[src/rtl/core/sexp_pkg.sv]
// ----------------------------------------------------------------------------
// sexp_pkg: shared types and constants of the s-expression tokenizer
// Scanner modes, token kind codes, character codes and result records.
// ----------------------------------------------------------------------------
package sexp_pkg;

    // Longest token text that is passed on; the rest is dropped and flagged.
    localparam int MAX_TEXT_LENGTH = 1024;
    localparam int TEXT_LEN_W      = $clog2(MAX_TEXT_LENGTH + 1);
    localparam logic [TEXT_LEN_W-1:0] TEXT_LEN_MAX = TEXT_LEN_W'(MAX_TEXT_LENGTH);

    // Queue between scanner and result serializer.
    localparam int FIFO_DEPTH = 4;
    localparam int FIFO_PTR_W = $clog2(FIFO_DEPTH);
    localparam int FIFO_CNT_W = $clog2(FIFO_DEPTH + 1);

    typedef enum logic [3:0] {
        MODE_IDLE,
        MODE_COMMENT,
        MODE_STRING,
        MODE_ESCAPE,
        MODE_HASH,
        MODE_HASHQ,
        MODE_NUMWORD,
        MODE_DOT,
        MODE_SYMWORD
    } scan_mode_t;

    localparam logic [3:0] KIND_EOF     = 4'd0;
    localparam logic [3:0] KIND_ERROR   = 4'd1;
    localparam logic [3:0] KIND_OPEN    = 4'd2;
    localparam logic [3:0] KIND_CLOSE   = 4'd3;
    localparam logic [3:0] KIND_SYMBOL  = 4'd4;
    localparam logic [3:0] KIND_STRING  = 4'd5;
    localparam logic [3:0] KIND_INTEGER = 4'd6;
    localparam logic [3:0] KIND_REAL    = 4'd7;
    localparam logic [3:0] KIND_PATOPEN = 4'd8;
    localparam logic [3:0] KIND_DOT     = 4'd9;
    localparam logic [3:0] KIND_TRUE    = 4'd10;
    localparam logic [3:0] KIND_FALSE   = 4'd11;

    localparam logic RES_TEXT = 1'b0;
    localparam logic RES_END  = 1'b1;

    localparam logic [7:0] CH_TAB    = 8'd9;
    localparam logic [7:0] CH_LF     = 8'd10;
    localparam logic [7:0] CH_CR     = 8'd13;
    localparam logic [7:0] CH_SPACE  = 8'd32;
    localparam logic [7:0] CH_QUOTE  = 8'd34;
    localparam logic [7:0] CH_HASH   = 8'd35;
    localparam logic [7:0] CH_LPAREN = 8'd40;
    localparam logic [7:0] CH_RPAREN = 8'd41;
    localparam logic [7:0] CH_MINUS  = 8'd45;
    localparam logic [7:0] CH_POINT  = 8'd46;
    localparam logic [7:0] CH_ZERO   = 8'd48;
    localparam logic [7:0] CH_NINE   = 8'd57;
    localparam logic [7:0] CH_SEMI   = 8'd59;
    localparam logic [7:0] CH_QMARK  = 8'd63;
    localparam logic [7:0] CH_BSLASH = 8'd92;
    localparam logic [7:0] CH_LOW_F  = 8'd102;
    localparam logic [7:0] CH_LOW_N  = 8'd110;
    localparam logic [7:0] CH_LOW_T  = 8'd116;

    typedef struct packed {
        logic       result_kind;
        logic [7:0] text_byte;
        logic [3:0] token_kind;
        logic       truncated;
    } result_t;

    // One queue entry: all results of one input beat (one or two).
    typedef struct packed {
        logic    two;
        result_t first;
        result_t second;
    } entry_t;

    function automatic result_t make_text(logic [7:0] b);
        result_t r;
        r.result_kind = RES_TEXT;
        r.text_byte   = b;
        r.token_kind  = KIND_EOF;
        r.truncated   = 1'b0;
        return r;
    endfunction

    function automatic result_t make_end(logic [3:0] k, logic tr);
        result_t r;
        r.result_kind = RES_END;
        r.text_byte   = 8'd0;
        r.token_kind  = k;
        r.truncated   = tr;
        return r;
    endfunction

endpackage

[src/rtl/core/sexp_front.sv]
// ----------------------------------------------------------------------------
// sexp_front: character scanner
// Classifies one byte per beat and packs the results it causes into a queue entry.
// ----------------------------------------------------------------------------
module sexp_front (
    input  logic                 clk,
    input  logic                 rst_n,
    input  logic                 take,
    input  logic [7:0]           in_byte,
    input  logic                 is_end,
    output logic                 push,
    output sexp_pkg::entry_t     push_entry
);

    sexp_pkg::scan_mode_t                mode_reg, mode_next;
    logic                                digit_reg, digit_next;
    logic [1:0]                          point_reg, point_next;
    logic                                nondig_reg, nondig_next;
    logic [sexp_pkg::TEXT_LEN_W-1:0]     len_reg, len_next;
    logic                                trunc_reg, trunc_next;

    logic       c_ws, c_digit, c_delim, c_term;
    logic       room0, room1;
    logic [7:0] esc_char;
    logic [3:0] word_kind;
    logic [sexp_pkg::TEXT_LEN_W:0] len_plus1;

    // what an idle scanner does with the byte
    sexp_pkg::scan_mode_t idle_mode;
    logic                 idle_emit;
    sexp_pkg::result_t    idle_rec;

    sexp_pkg::result_t r0, r1;
    logic [1:0]        n_res;

    assign c_ws    = (in_byte == sexp_pkg::CH_SPACE)
                  || (in_byte >= sexp_pkg::CH_TAB && in_byte <= sexp_pkg::CH_CR);
    assign c_digit = (in_byte >= sexp_pkg::CH_ZERO) && (in_byte <= sexp_pkg::CH_NINE);
    assign c_delim = (in_byte == sexp_pkg::CH_QUOTE) || (in_byte == sexp_pkg::CH_LPAREN)
                  || (in_byte == sexp_pkg::CH_RPAREN) || (in_byte == sexp_pkg::CH_SEMI);
    assign c_term  = is_end || c_ws || c_delim;

    assign len_plus1 = {1'b0, len_reg} + 1'b1;
    assign room0     = len_reg < sexp_pkg::TEXT_LEN_MAX;
    assign room1     = len_plus1 < {1'b0, sexp_pkg::TEXT_LEN_MAX};

    assign esc_char = (in_byte == sexp_pkg::CH_LOW_N) ? sexp_pkg::CH_LF :
                      (in_byte == sexp_pkg::CH_LOW_T) ? sexp_pkg::CH_TAB : in_byte;

    assign word_kind = (nondig_reg || !digit_reg || point_reg >= 2'd2) ? sexp_pkg::KIND_SYMBOL :
                       (point_reg == 2'd1) ? sexp_pkg::KIND_REAL : sexp_pkg::KIND_INTEGER;

    always_comb
    begin
        idle_mode = sexp_pkg::MODE_IDLE;
        idle_emit = 1'b0;
        idle_rec  = sexp_pkg::make_text(in_byte);
        priority if (c_ws)
        begin
            idle_mode = sexp_pkg::MODE_IDLE;
        end
        else if (in_byte == sexp_pkg::CH_SEMI)
        begin
            idle_mode = sexp_pkg::MODE_COMMENT;
        end
        else if (in_byte == sexp_pkg::CH_LPAREN)
        begin
            idle_emit = 1'b1;
            idle_rec  = sexp_pkg::make_end(sexp_pkg::KIND_OPEN, 1'b0);
        end
        else if (in_byte == sexp_pkg::CH_RPAREN)
        begin
            idle_emit = 1'b1;
            idle_rec  = sexp_pkg::make_end(sexp_pkg::KIND_CLOSE, 1'b0);
        end
        else if (in_byte == sexp_pkg::CH_QUOTE)
        begin
            idle_mode = sexp_pkg::MODE_STRING;
        end
        else if (in_byte == sexp_pkg::CH_HASH)
        begin
            idle_mode = sexp_pkg::MODE_HASH;
        end
        else if (c_digit || in_byte == sexp_pkg::CH_MINUS)
        begin
            idle_mode = sexp_pkg::MODE_NUMWORD;
            idle_emit = 1'b1;
        end
        else if (in_byte == sexp_pkg::CH_POINT)
        begin
            idle_mode = sexp_pkg::MODE_DOT;
        end
        else
        begin
            idle_mode = sexp_pkg::MODE_SYMWORD;
            idle_emit = 1'b1;
        end
    end

    // next state
    always_comb
    begin
        mode_next   = mode_reg;
        digit_next  = digit_reg;
        point_next  = point_reg;
        nondig_next = nondig_reg;
        len_next    = len_reg;
        trunc_next  = trunc_reg;
        unique case (mode_reg)
            sexp_pkg::MODE_COMMENT:
            begin
                if (is_end)
                begin
                    mode_next = sexp_pkg::MODE_IDLE;
                    {digit_next, point_next, nondig_next, len_next, trunc_next} = '0;
                end
                else if (in_byte == sexp_pkg::CH_LF)
                begin
                    mode_next = sexp_pkg::MODE_IDLE;
                end
            end
            sexp_pkg::MODE_STRING, sexp_pkg::MODE_ESCAPE:
            begin
                if (is_end || (mode_reg == sexp_pkg::MODE_STRING
                               && in_byte == sexp_pkg::CH_QUOTE))
                begin
                    mode_next = sexp_pkg::MODE_IDLE;
                    {digit_next, point_next, nondig_next, len_next, trunc_next} = '0;
                end
                else if (mode_reg == sexp_pkg::MODE_STRING && in_byte == sexp_pkg::CH_BSLASH)
                begin
                    mode_next = sexp_pkg::MODE_ESCAPE;
                end
                else
                begin
                    mode_next = sexp_pkg::MODE_STRING;
                    if (room0)
                        len_next = len_plus1[sexp_pkg::TEXT_LEN_W-1:0];
                    else
                        trunc_next = 1'b1;
                end
            end
            sexp_pkg::MODE_HASH:
            begin
                if (!is_end && in_byte == sexp_pkg::CH_QMARK)
                begin
                    mode_next = sexp_pkg::MODE_HASHQ;
                end
                else
                begin
                    mode_next = sexp_pkg::MODE_IDLE;
                    {digit_next, point_next, nondig_next, len_next, trunc_next} = '0;
                end
            end
            sexp_pkg::MODE_HASHQ:
            begin
                mode_next = sexp_pkg::MODE_IDLE;
                {digit_next, point_next, nondig_next, len_next, trunc_next} = '0;
            end
            sexp_pkg::MODE_NUMWORD, sexp_pkg::MODE_SYMWORD, sexp_pkg::MODE_DOT:
            begin
                if (c_term)
                begin
                    {digit_next, point_next, nondig_next, len_next, trunc_next} = '0;
                    if (is_end)
                    begin
                        mode_next = sexp_pkg::MODE_IDLE;
                    end
                    else
                    begin
                        mode_next  = idle_mode;
                        digit_next = c_digit;
                        len_next   = sexp_pkg::TEXT_LEN_W'(idle_emit && !idle_rec.result_kind);
                    end
                end
                else if (mode_reg == sexp_pkg::MODE_DOT)
                begin
                    mode_next  = sexp_pkg::MODE_SYMWORD;
                    len_next   = len_reg + sexp_pkg::TEXT_LEN_W'(room0)
                                         + sexp_pkg::TEXT_LEN_W'(room1);
                    trunc_next = trunc_reg || !room1;
                end
                else
                begin
                    if (mode_reg == sexp_pkg::MODE_NUMWORD)
                    begin
                        if (c_digit)
                            digit_next = 1'b1;
                        else if (in_byte == sexp_pkg::CH_POINT)
                            point_next = (point_reg < 2'd2) ? point_reg + 2'd1 : point_reg;
                        else
                            nondig_next = 1'b1;
                    end
                    if (room0)
                        len_next = len_plus1[sexp_pkg::TEXT_LEN_W-1:0];
                    else
                        trunc_next = 1'b1;
                end
            end
            default:
            begin
                {digit_next, point_next, nondig_next, len_next, trunc_next} = '0;
                mode_next = sexp_pkg::MODE_IDLE;
                if (!is_end)
                begin
                    mode_next  = idle_mode;
                    digit_next = c_digit;
                    len_next   = sexp_pkg::TEXT_LEN_W'(idle_emit && !idle_rec.result_kind);
                end
            end
        endcase
    end

    // results of this beat
    always_comb
    begin
        r0    = sexp_pkg::make_text(8'd0);
        r1    = sexp_pkg::make_text(8'd0);
        n_res = 2'd0;
        unique case (mode_reg)
            sexp_pkg::MODE_COMMENT:
            begin
                if (is_end)
                begin
                    r0    = sexp_pkg::make_end(sexp_pkg::KIND_EOF, trunc_reg);
                    n_res = 2'd1;
                end
            end
            sexp_pkg::MODE_STRING:
            begin
                if (is_end)
                begin
                    r0    = sexp_pkg::make_end(sexp_pkg::KIND_ERROR, trunc_reg);
                    n_res = 2'd1;
                end
                else if (in_byte == sexp_pkg::CH_QUOTE)
                begin
                    r0    = sexp_pkg::make_end(sexp_pkg::KIND_STRING, trunc_reg);
                    n_res = 2'd1;
                end
                else if (in_byte != sexp_pkg::CH_BSLASH && room0)
                begin
                    r0    = sexp_pkg::make_text(in_byte);
                    n_res = 2'd1;
                end
            end
            sexp_pkg::MODE_ESCAPE:
            begin
                if (is_end)
                begin
                    r0    = sexp_pkg::make_end(sexp_pkg::KIND_ERROR, trunc_reg);
                    n_res = 2'd1;
                end
                else if (room0)
                begin
                    r0    = sexp_pkg::make_text(esc_char);
                    n_res = 2'd1;
                end
            end
            sexp_pkg::MODE_HASH:
            begin
                if (is_end)
                begin
                    r0    = sexp_pkg::make_end(sexp_pkg::KIND_ERROR, trunc_reg);
                    n_res = 2'd1;
                end
                else if (in_byte == sexp_pkg::CH_LOW_T)
                begin
                    r0    = sexp_pkg::make_end(sexp_pkg::KIND_TRUE, trunc_reg);
                    n_res = 2'd1;
                end
                else if (in_byte == sexp_pkg::CH_LOW_F)
                begin
                    r0    = sexp_pkg::make_end(sexp_pkg::KIND_FALSE, trunc_reg);
                    n_res = 2'd1;
                end
                else if (in_byte != sexp_pkg::CH_QMARK)
                begin
                    r0    = sexp_pkg::make_end(sexp_pkg::KIND_ERROR, trunc_reg);
                    n_res = 2'd1;
                end
            end
            sexp_pkg::MODE_HASHQ:
            begin
                n_res = 2'd1;
                if (!is_end && in_byte == sexp_pkg::CH_LPAREN)
                    r0 = sexp_pkg::make_end(sexp_pkg::KIND_PATOPEN, trunc_reg);
                else
                    r0 = sexp_pkg::make_end(sexp_pkg::KIND_ERROR, trunc_reg);
            end
            sexp_pkg::MODE_NUMWORD, sexp_pkg::MODE_SYMWORD, sexp_pkg::MODE_DOT:
            begin
                if (c_term)
                begin
                    if (mode_reg == sexp_pkg::MODE_DOT)
                        r0 = sexp_pkg::make_end(sexp_pkg::KIND_DOT, trunc_reg);
                    else if (mode_reg == sexp_pkg::MODE_NUMWORD)
                        r0 = sexp_pkg::make_end(word_kind, trunc_reg);
                    else
                        r0 = sexp_pkg::make_end(sexp_pkg::KIND_SYMBOL, trunc_reg);
                    n_res = 2'd1;
                    if (is_end)
                    begin
                        r1    = sexp_pkg::make_end(sexp_pkg::KIND_EOF, 1'b0);
                        n_res = 2'd2;
                    end
                    else if (idle_emit)
                    begin
                        r1    = idle_rec;
                        n_res = 2'd2;
                    end
                end
                else if (mode_reg == sexp_pkg::MODE_DOT)
                begin
                    // pending point turns into the first character of a symbol
                    r0    = sexp_pkg::make_text(sexp_pkg::CH_POINT);
                    r1    = sexp_pkg::make_text(in_byte);
                    n_res = {room1, room0 && !room1};
                end
                else if (room0)
                begin
                    r0    = sexp_pkg::make_text(in_byte);
                    n_res = 2'd1;
                end
            end
            default:
            begin
                if (is_end)
                begin
                    r0    = sexp_pkg::make_end(sexp_pkg::KIND_EOF, trunc_reg);
                    n_res = 2'd1;
                end
                else if (idle_emit)
                begin
                    r0    = idle_rec;
                    n_res = 2'd1;
                end
            end
        endcase
    end

    assign push              = take && (n_res != 2'd0);
    assign push_entry.two    = n_res[1];
    assign push_entry.first  = r0;
    assign push_entry.second = r1;

    always_ff @(posedge clk or negedge rst_n)
    begin
        if (!rst_n)
        begin
            mode_reg   <= sexp_pkg::MODE_IDLE;
            digit_reg  <= 1'b0;
            point_reg  <= 2'd0;
            nondig_reg <= 1'b0;
            len_reg    <= '0;
            trunc_reg  <= 1'b0;
        end
        else if (take)
        begin
            mode_reg   <= mode_next;
            digit_reg  <= digit_next;
            point_reg  <= point_next;
            nondig_reg <= nondig_next;
            len_reg    <= len_next;
            trunc_reg  <= trunc_next;
        end
    end

    a_len_bound: assert property (@(posedge clk) disable iff (!rst_n)
        len_reg <= sexp_pkg::TEXT_LEN_MAX)
        else $error("text length beyond limit");

    a_trunc_full: assert property (@(posedge clk) disable iff (!rst_n)
        trunc_reg |-> (len_reg == sexp_pkg::TEXT_LEN_MAX))
        else $error("truncation flagged before text was full");

    a_dot_empty: assert property (@(posedge clk) disable iff (!rst_n)
        (mode_reg == sexp_pkg::MODE_DOT) |-> (len_reg == '0 && !trunc_reg))
        else $error("pending dot with text state");

endmodule

[src/rtl/core/sexp_fifo.sv]
// ----------------------------------------------------------------------------
// sexp_fifo: result queue
// Small flop queue of per-beat result entries between scanner and serializer.
// ----------------------------------------------------------------------------
module sexp_fifo (
    input  logic             clk,
    input  logic             rst_n,
    input  logic             push,
    input  sexp_pkg::entry_t push_entry,
    input  logic             pop,
    output logic             full,
    output logic             empty,
    output sexp_pkg::entry_t head
);

    sexp_pkg::entry_t                 mem_reg [sexp_pkg::FIFO_DEPTH];
    logic [sexp_pkg::FIFO_PTR_W-1:0]  wr_ptr_reg, wr_ptr_next;
    logic [sexp_pkg::FIFO_PTR_W-1:0]  rd_ptr_reg, rd_ptr_next;
    logic [sexp_pkg::FIFO_CNT_W-1:0]  count_reg, count_next;

    assign full  = (count_reg == sexp_pkg::FIFO_CNT_W'(sexp_pkg::FIFO_DEPTH));
    assign empty = (count_reg == '0);
    assign head  = mem_reg[rd_ptr_reg];

    always_comb
    begin
        wr_ptr_next = wr_ptr_reg + sexp_pkg::FIFO_PTR_W'(push);
        rd_ptr_next = rd_ptr_reg + sexp_pkg::FIFO_PTR_W'(pop);
        count_next  = count_reg + sexp_pkg::FIFO_CNT_W'(push) - sexp_pkg::FIFO_CNT_W'(pop);
    end

    always_ff @(posedge clk)
    begin
        if (push)
            mem_reg[wr_ptr_reg] <= push_entry;
    end

    always_ff @(posedge clk or negedge rst_n)
    begin
        if (!rst_n)
        begin
            wr_ptr_reg <= '0;
            rd_ptr_reg <= '0;
            count_reg  <= '0;
        end
        else
        begin
            wr_ptr_reg <= wr_ptr_next;
            rd_ptr_reg <= rd_ptr_next;
            count_reg  <= count_next;
        end
    end

    a_no_overflow: assert property (@(posedge clk) disable iff (!rst_n)
        !(push && full) && !(pop && empty))
        else $error("queue overflow or underflow");

endmodule

[src/rtl/core/sexp_back.sv]
// ----------------------------------------------------------------------------
// sexp_back: result serializer
// Sends the one or two results of each queue entry as separate output beats.
// ----------------------------------------------------------------------------
module sexp_back (
    input  logic             clk,
    input  logic             rst_n,
    input  logic             empty,
    input  sexp_pkg::entry_t head,
    output logic             pop,
    output logic             out_valid,
    input  logic             out_ready,
    output sexp_pkg::result_t cur,
    output logic             last
);

    logic sel_reg, sel_next;
    logic beat;

    assign out_valid = !empty;
    assign beat      = out_valid && out_ready;
    assign cur       = sel_reg ? head.second : head.first;
    assign last      = sel_reg || !head.two;
    assign pop       = beat && last;

    always_comb
    begin
        sel_next = sel_reg;
        if (beat)
            sel_next = !last;
    end

    always_ff @(posedge clk or negedge rst_n)
    begin
        if (!rst_n)
            sel_reg <= 1'b0;
        else
            sel_reg <= sel_next;
    end

    a_sel_pair: assert property (@(posedge clk) disable iff (!rst_n)
        sel_reg |-> (!empty && head.two))
        else $error("second result selected without a pair");

    a_sel_after_first: assert property (@(posedge clk) disable iff (!rst_n)
        $rose(sel_reg) |-> $past(beat && head.two))
        else $error("second result selected without first beat");

endmodule

[src/rtl/core/s_expression_tokenizer.sv]
// ----------------------------------------------------------------------------
// s_expression_tokenizer: streaming s-expression lexer
// Byte-per-beat tokenizer with a decoupled scanner and result serializer.
// ----------------------------------------------------------------------------
// Usage:
//   Input channel (in_valid/in_ready): one character per beat in in_byte, or
//   an end-of-stream beat with is_end set (in_byte then ignored).
//   Output channel (out_valid/out_ready): one result per beat. result_kind 0
//   is a text byte of the current token (text_byte, escapes translated);
//   result_kind 1 ends a token and gives token_kind and truncated. last marks
//   the final result caused by one input beat.
//   Results of a beat are registered in the queue when the beat is accepted
//   and are driven onto the output from the queue head.
//   Throughput: one input beat per cycle while in_ready is high. A beat causes
//   zero, one or two results; the output drains one result per cycle while
//   out_ready is high, so only beats with two results (a word end followed by
//   a delimiter token or eof, or a dot turning into a symbol) need two beats.
//   A four-entry queue sits between the scanner and the serializer; when the
//   receiver stalls the queue fills and in_ready drops while it is full.
//   Reset: scanner idle between tokens, text state cleared, queue empty.
// ----------------------------------------------------------------------------
module s_expression_tokenizer (
    input  logic       clk,
    input  logic       rst_n,
    input  logic       in_valid,
    output logic       in_ready,
    input  logic [7:0] in_byte,
    input  logic       is_end,
    output logic       out_valid,
    input  logic       out_ready,
    output logic       result_kind,
    output logic [7:0] text_byte,
    output logic [3:0] token_kind,
    output logic       truncated,
    output logic       last
);

    logic              take;
    logic              push;
    sexp_pkg::entry_t  push_entry;
    logic              pop;
    logic              full;
    logic              empty;
    sexp_pkg::entry_t  head;
    sexp_pkg::result_t cur;

    // scanner runs whenever the queue has room for this beat's entry
    assign in_ready = !full;
    assign take     = in_valid && in_ready;

    sexp_front u_front (
        .clk        (clk),
        .rst_n      (rst_n),
        .take       (take),
        .in_byte    (in_byte),
        .is_end     (is_end),
        .push       (push),
        .push_entry (push_entry)
    );

    sexp_fifo u_fifo (
        .clk        (clk),
        .rst_n      (rst_n),
        .push       (push),
        .push_entry (push_entry),
        .pop        (pop),
        .full       (full),
        .empty      (empty),
        .head       (head)
    );

    sexp_back u_back (
        .clk        (clk),
        .rst_n      (rst_n),
        .empty      (empty),
        .head       (head),
        .pop        (pop),
        .out_valid  (out_valid),
        .out_ready  (out_ready),
        .cur        (cur),
        .last       (last)
    );

    assign result_kind = cur.result_kind;
    assign text_byte   = cur.text_byte;
    assign token_kind  = cur.token_kind;
    assign truncated   = cur.truncated;

endmodule

[config.mk]
export PLATFORM = sky130hd
export DESIGN_NAME = s_expression_tokenizer
export DESIGN_NICKNAME = d
export VERILOG_FILES = /design/src/rtl/core/sexp_pkg.sv /design/src/rtl/core/sexp_front.sv /design/src/rtl/core/sexp_fifo.sv /design/src/rtl/core/sexp_back.sv /design/src/rtl/core/s_expression_tokenizer.sv
export SDC_FILE = /design/constraint.sdc
export NUM_CORES = 1
export LEC_CHECK = 0
export BUFFER_PORTS_ARGS = -buffer_cell sky130_fd_sc_hd__clkbuf_2
export CAP_MARGIN = 30
export CORE_MARGIN = 4
export CORE_UTILIZATION = 49
export CTS_BUF_LIST = sky130_fd_sc_hd__clkbuf_4
export CTS_CLUSTER_DIAMETER = 200
export DETAILED_ROUTE_END_ITERATION = 12
export GPL_ROUTABILITY_DRIVEN = 0
export PLACE_DENSITY = 0.7
export SLEW_MARGIN = 20
export SYNTH_ARGS = -nofsm -noshare
export SYNTH_HDL_FRONTEND = slang
export SYNTH_SLANG_ARGS = --single-unit
[constraint.sdc]
create_clock -name clk -period 5.85 [get_ports clk]
set_input_delay 1.17 -clock clk [delete_from_list [all_inputs] [get_ports clk]]
set_output_delay 1.17 -clock clk [all_outputs]
set_load 0.01 [all_outputs]
==> flow_metrics.py <==
metrics = {
    "outcome": {
        "outcome": "complete, no violations",
    },
    "floorplanning": {
        "start_util": 0.508,
        "rows": 43,
        "die_area_um2": 16600,
        "ios": 30,
        "die_y_um": 129,
        "chipWidth_um": 129,
        "core_region_area_um2": 14100,
    },
    "logic_synthesis": {
        "ys_warn_count": 0,
        "synthFlopType": "edfxtp_1",
        "yosysUniqueCellTypes": 81,
        "avgSynthCellArea_um2": 12.5,
        "synth-edff-count": 104,
        "ys_top_cells_by_area": "edfxtp_1 (44%), dfrtp_1 (9.8%), mux4_2 (8.2%)",
        "ys_seq_area_frac": 0.534,
        "yosys.area.top_type": "edfxtp_1",
        "async_reset_ff_frac": 0.212,
        "yosys.area.top_type_share": 0.436,
        "synth_area_um2": 7160,
        "synth-seq-cells": 132,
        "synthCells": 572,
        "syn_nets": 596,
    },
    "setup_path": {
        "cp.depth": 13,
        "ff2ff_setup_slack_ns": 1.80,
        "slowest_delay_ns": 0.63,
        "slowest_stage": "a221oi_2",
        "critPathTopFamily": "compound AO/OA/AOI/OAI gates",
        "end_kind": "flip-flop",
        "worst_setup_path_start_kind": "input pin",
        "reg2reg_to": "u_fifo.count_reg[2]$_DFF_PN0_",
        "cp.required_ns": 6.28,
        "endpoint": "u_fifo.count_reg[2]$_DFF_PN0_",
        "crit_start": "in_byte[4]",
        "cp_max_fo": 20,
        "reg2reg_depth": 12,
        "crit_type": "input pin to flip-flop",
        "path_cells": "clkbuf_2 > nor3_1 > nand2_1 > a221oi_1 > o311ai_2 > a221oi_2 > or2_1 > ha_1 > inv_1 > ha_1 > fa_1 > xnor2_1 > xnor2_1",
        "cp.arrival_ns": 4.68,
        "reg2reg_from": "u_front.mode_reg[3]$_DFFE_PN0P_",
        "path_buf_inv": 2,
    },
    "global_route": {
        "grt_pass1_wl_um": 26800,
        "grt_pass1_vias": 5106,
        "track_usage": 0.207,
        "overflow": 0,
        "grt_max_degree": 29,
        "antenna_found_initial": 0,
    },
    "sta": {
        "slew_violations": 0,
        "setup-violations-final": 0,
        "max-slew-margin-rel": 0.400,
        "max_freq_mhz": 235,
        "tns_ns": 0,
        "worst_slack_ns": 1.60,
        "finalCritPeriodShare": 0.727,
        "fin_hold_ws_ns": 0.535,
        "finalHoldViolCount": 0,
        "rsz0062_at_grt": "false",
        "worst_slew_pin_slew_ns": 0.892,
        "finalClockSkew_ns": 0.0226,
        "fin_crit_ns": 4.25,
    },
    "power_and_ir_drop": {
        "power_mw": 3.09,
        "p_per_area_nw_per_um2": 401,
        "ir_drop_v": 0.000165,
        "p_leak_nw": 2.70,
    },
    "clock_tree": {
        "postCtsSetupBuffers": 0,
        "ctsRootBufferMaster": "clkbuf_4",
        "cts.clk_slew.worst_paths_ns": 0.12,
        "cts_htree_levels": 4,
        "clk_latency_ns": 0.52,
        "cts_num_sinks": 132,
        "cts_buffer_depth": 2,
        "tritoncts": "built",
        "hold_buffers": 0,
        "numCtsBuffers": 17,
        "cts_resized": 0,
    },
    "routing": {
        "dr.pass1.iters": 5,
        "avgRoutedWirePerCell_um": 20.9,
        "routed_wl_um": 16400,
        "vias_per_cell": 6.38,
        "drc": 0,
        "num_vias": 5013,
        "postRouteAntennaNets": 0,
        "drt-initial-drc-count": 496,
    },
    "placement": {
        "hpwl_um": 11400,
        "pre_cts_slack_ns": 1.09,
        "io_buffers": 29,
        "place_inst": 751,
    },
    "layout": {
        "antenna_cells": 0,
        "drive_above_1_share": 0.226,
        "syn2layout_area_growth_pct": 7.66,
        "largest_reg_flops": 104,
        "nets": 617,
        "final_common_cell": "edfxtp_1",
        "final_cells": 786,
        "layout_common_cells": "edfxtp_1 (104), nor2_1 (36), nand2_1 (31)",
    },
    "job": {
        "max_cap_viol_count": 0,
    },
    "min_path": {
        "hold_path.class": "flip-flop to flip-flop",
    },
}
==> metrics by stage <==
stage               cell area [um2]  utilization
finish                         7700        0.547
global route                   7700        0.547
CTS                            7670        0.544
detailed placement             7440        0.528
global placement               7430        0.527
floorplan                      7160            -
==> synth_stat cells (15+ instances only) <==
library cell / number
a21oi_1: 27
nand2_1: 31
buf_2: 15
inv_1: 16
nor2_1: 36
o21ai_0: 24
mux4_2: 26
clkbuf_1: 17
mux2_2: 15
nor3_1: 18
dfrtp_1: 28
edfxtp_1: 104
==> cell families after synthesis <==
logic type,synth area share
flip-flops,0.534
adder cells (fa/ha/maj),0.0213
buffers and inverters,0.0336
AND/OR/NAND/NOR,0.153
XOR/XNOR,0.00979
multiplexers,0.113
AO/OA/AOI/OAI,0.135
==> tightest hold or removal path, stage by stage, from the launching register on <==
cell	delay [ns]
dfrtp_1	0.40
inv_1	0.05
a21oi_1	0.06
==> where the power goes <==
group	total, mW	internal, mW	switching (mW)
logic	1.20	0.540	0.658
registers	1.39	1.26	0.132
clock network	0.507	0.169	0.339
==> routing by layer <==
layer | global-route usage | vias to the layer above | share of wire
li1 | - | 2311 | -
met4 | 0.0716 | 0 | 0.022
met3 | 0.0473 | 30 | 0.061
met1 | 0.268 | 2468 | 0.42
met5 | 0 | - | 0
met2 | 0.346 | 204 | 0.50
==> worst min path at each step <==
stage,from,end,depth (start not counted)
5_1_grt,u_front.nondig_reg$_DFFE_PN0P_,u_front.nondig_reg$_DFFE_PN0P_,2
2_1_floorplan,u_fifo.rd_ptr_reg[0]$_DFF_PN0_,u_fifo.rd_ptr_reg[0]$_DFF_PN0_,1
3_3_place_gp,u_fifo.count_reg[0]$_DFF_PN0_,u_fifo.count_reg[0]$_DFF_PN0_,1
3_5_place_dp,u_front.len_reg[7]$_DFFE_PN0P_,u_front.len_reg[7]$_DFFE_PN0P_,1
4_1_cts,u_front.nondig_reg$_DFFE_PN0P_,u_front.nondig_reg$_DFFE_PN0P_,2
6_report,u_front.nondig_reg$_DFFE_PN0P_,u_front.nondig_reg$_DFFE_PN0P_,2
==> cell type report <==
type / instances / area [um2]
repair buffers: 41 / 241
multi-input cells: 385 / 3120
inverters: 16 / 60.1
clock buffers: 17 / 128
clock inverters: 15 / 106
well taps: 180 / 225
flip-flops and latches: 132 / 3820
fillers: 1151 / 6390
Note: power is estimated with default switching activity, not from simulation.
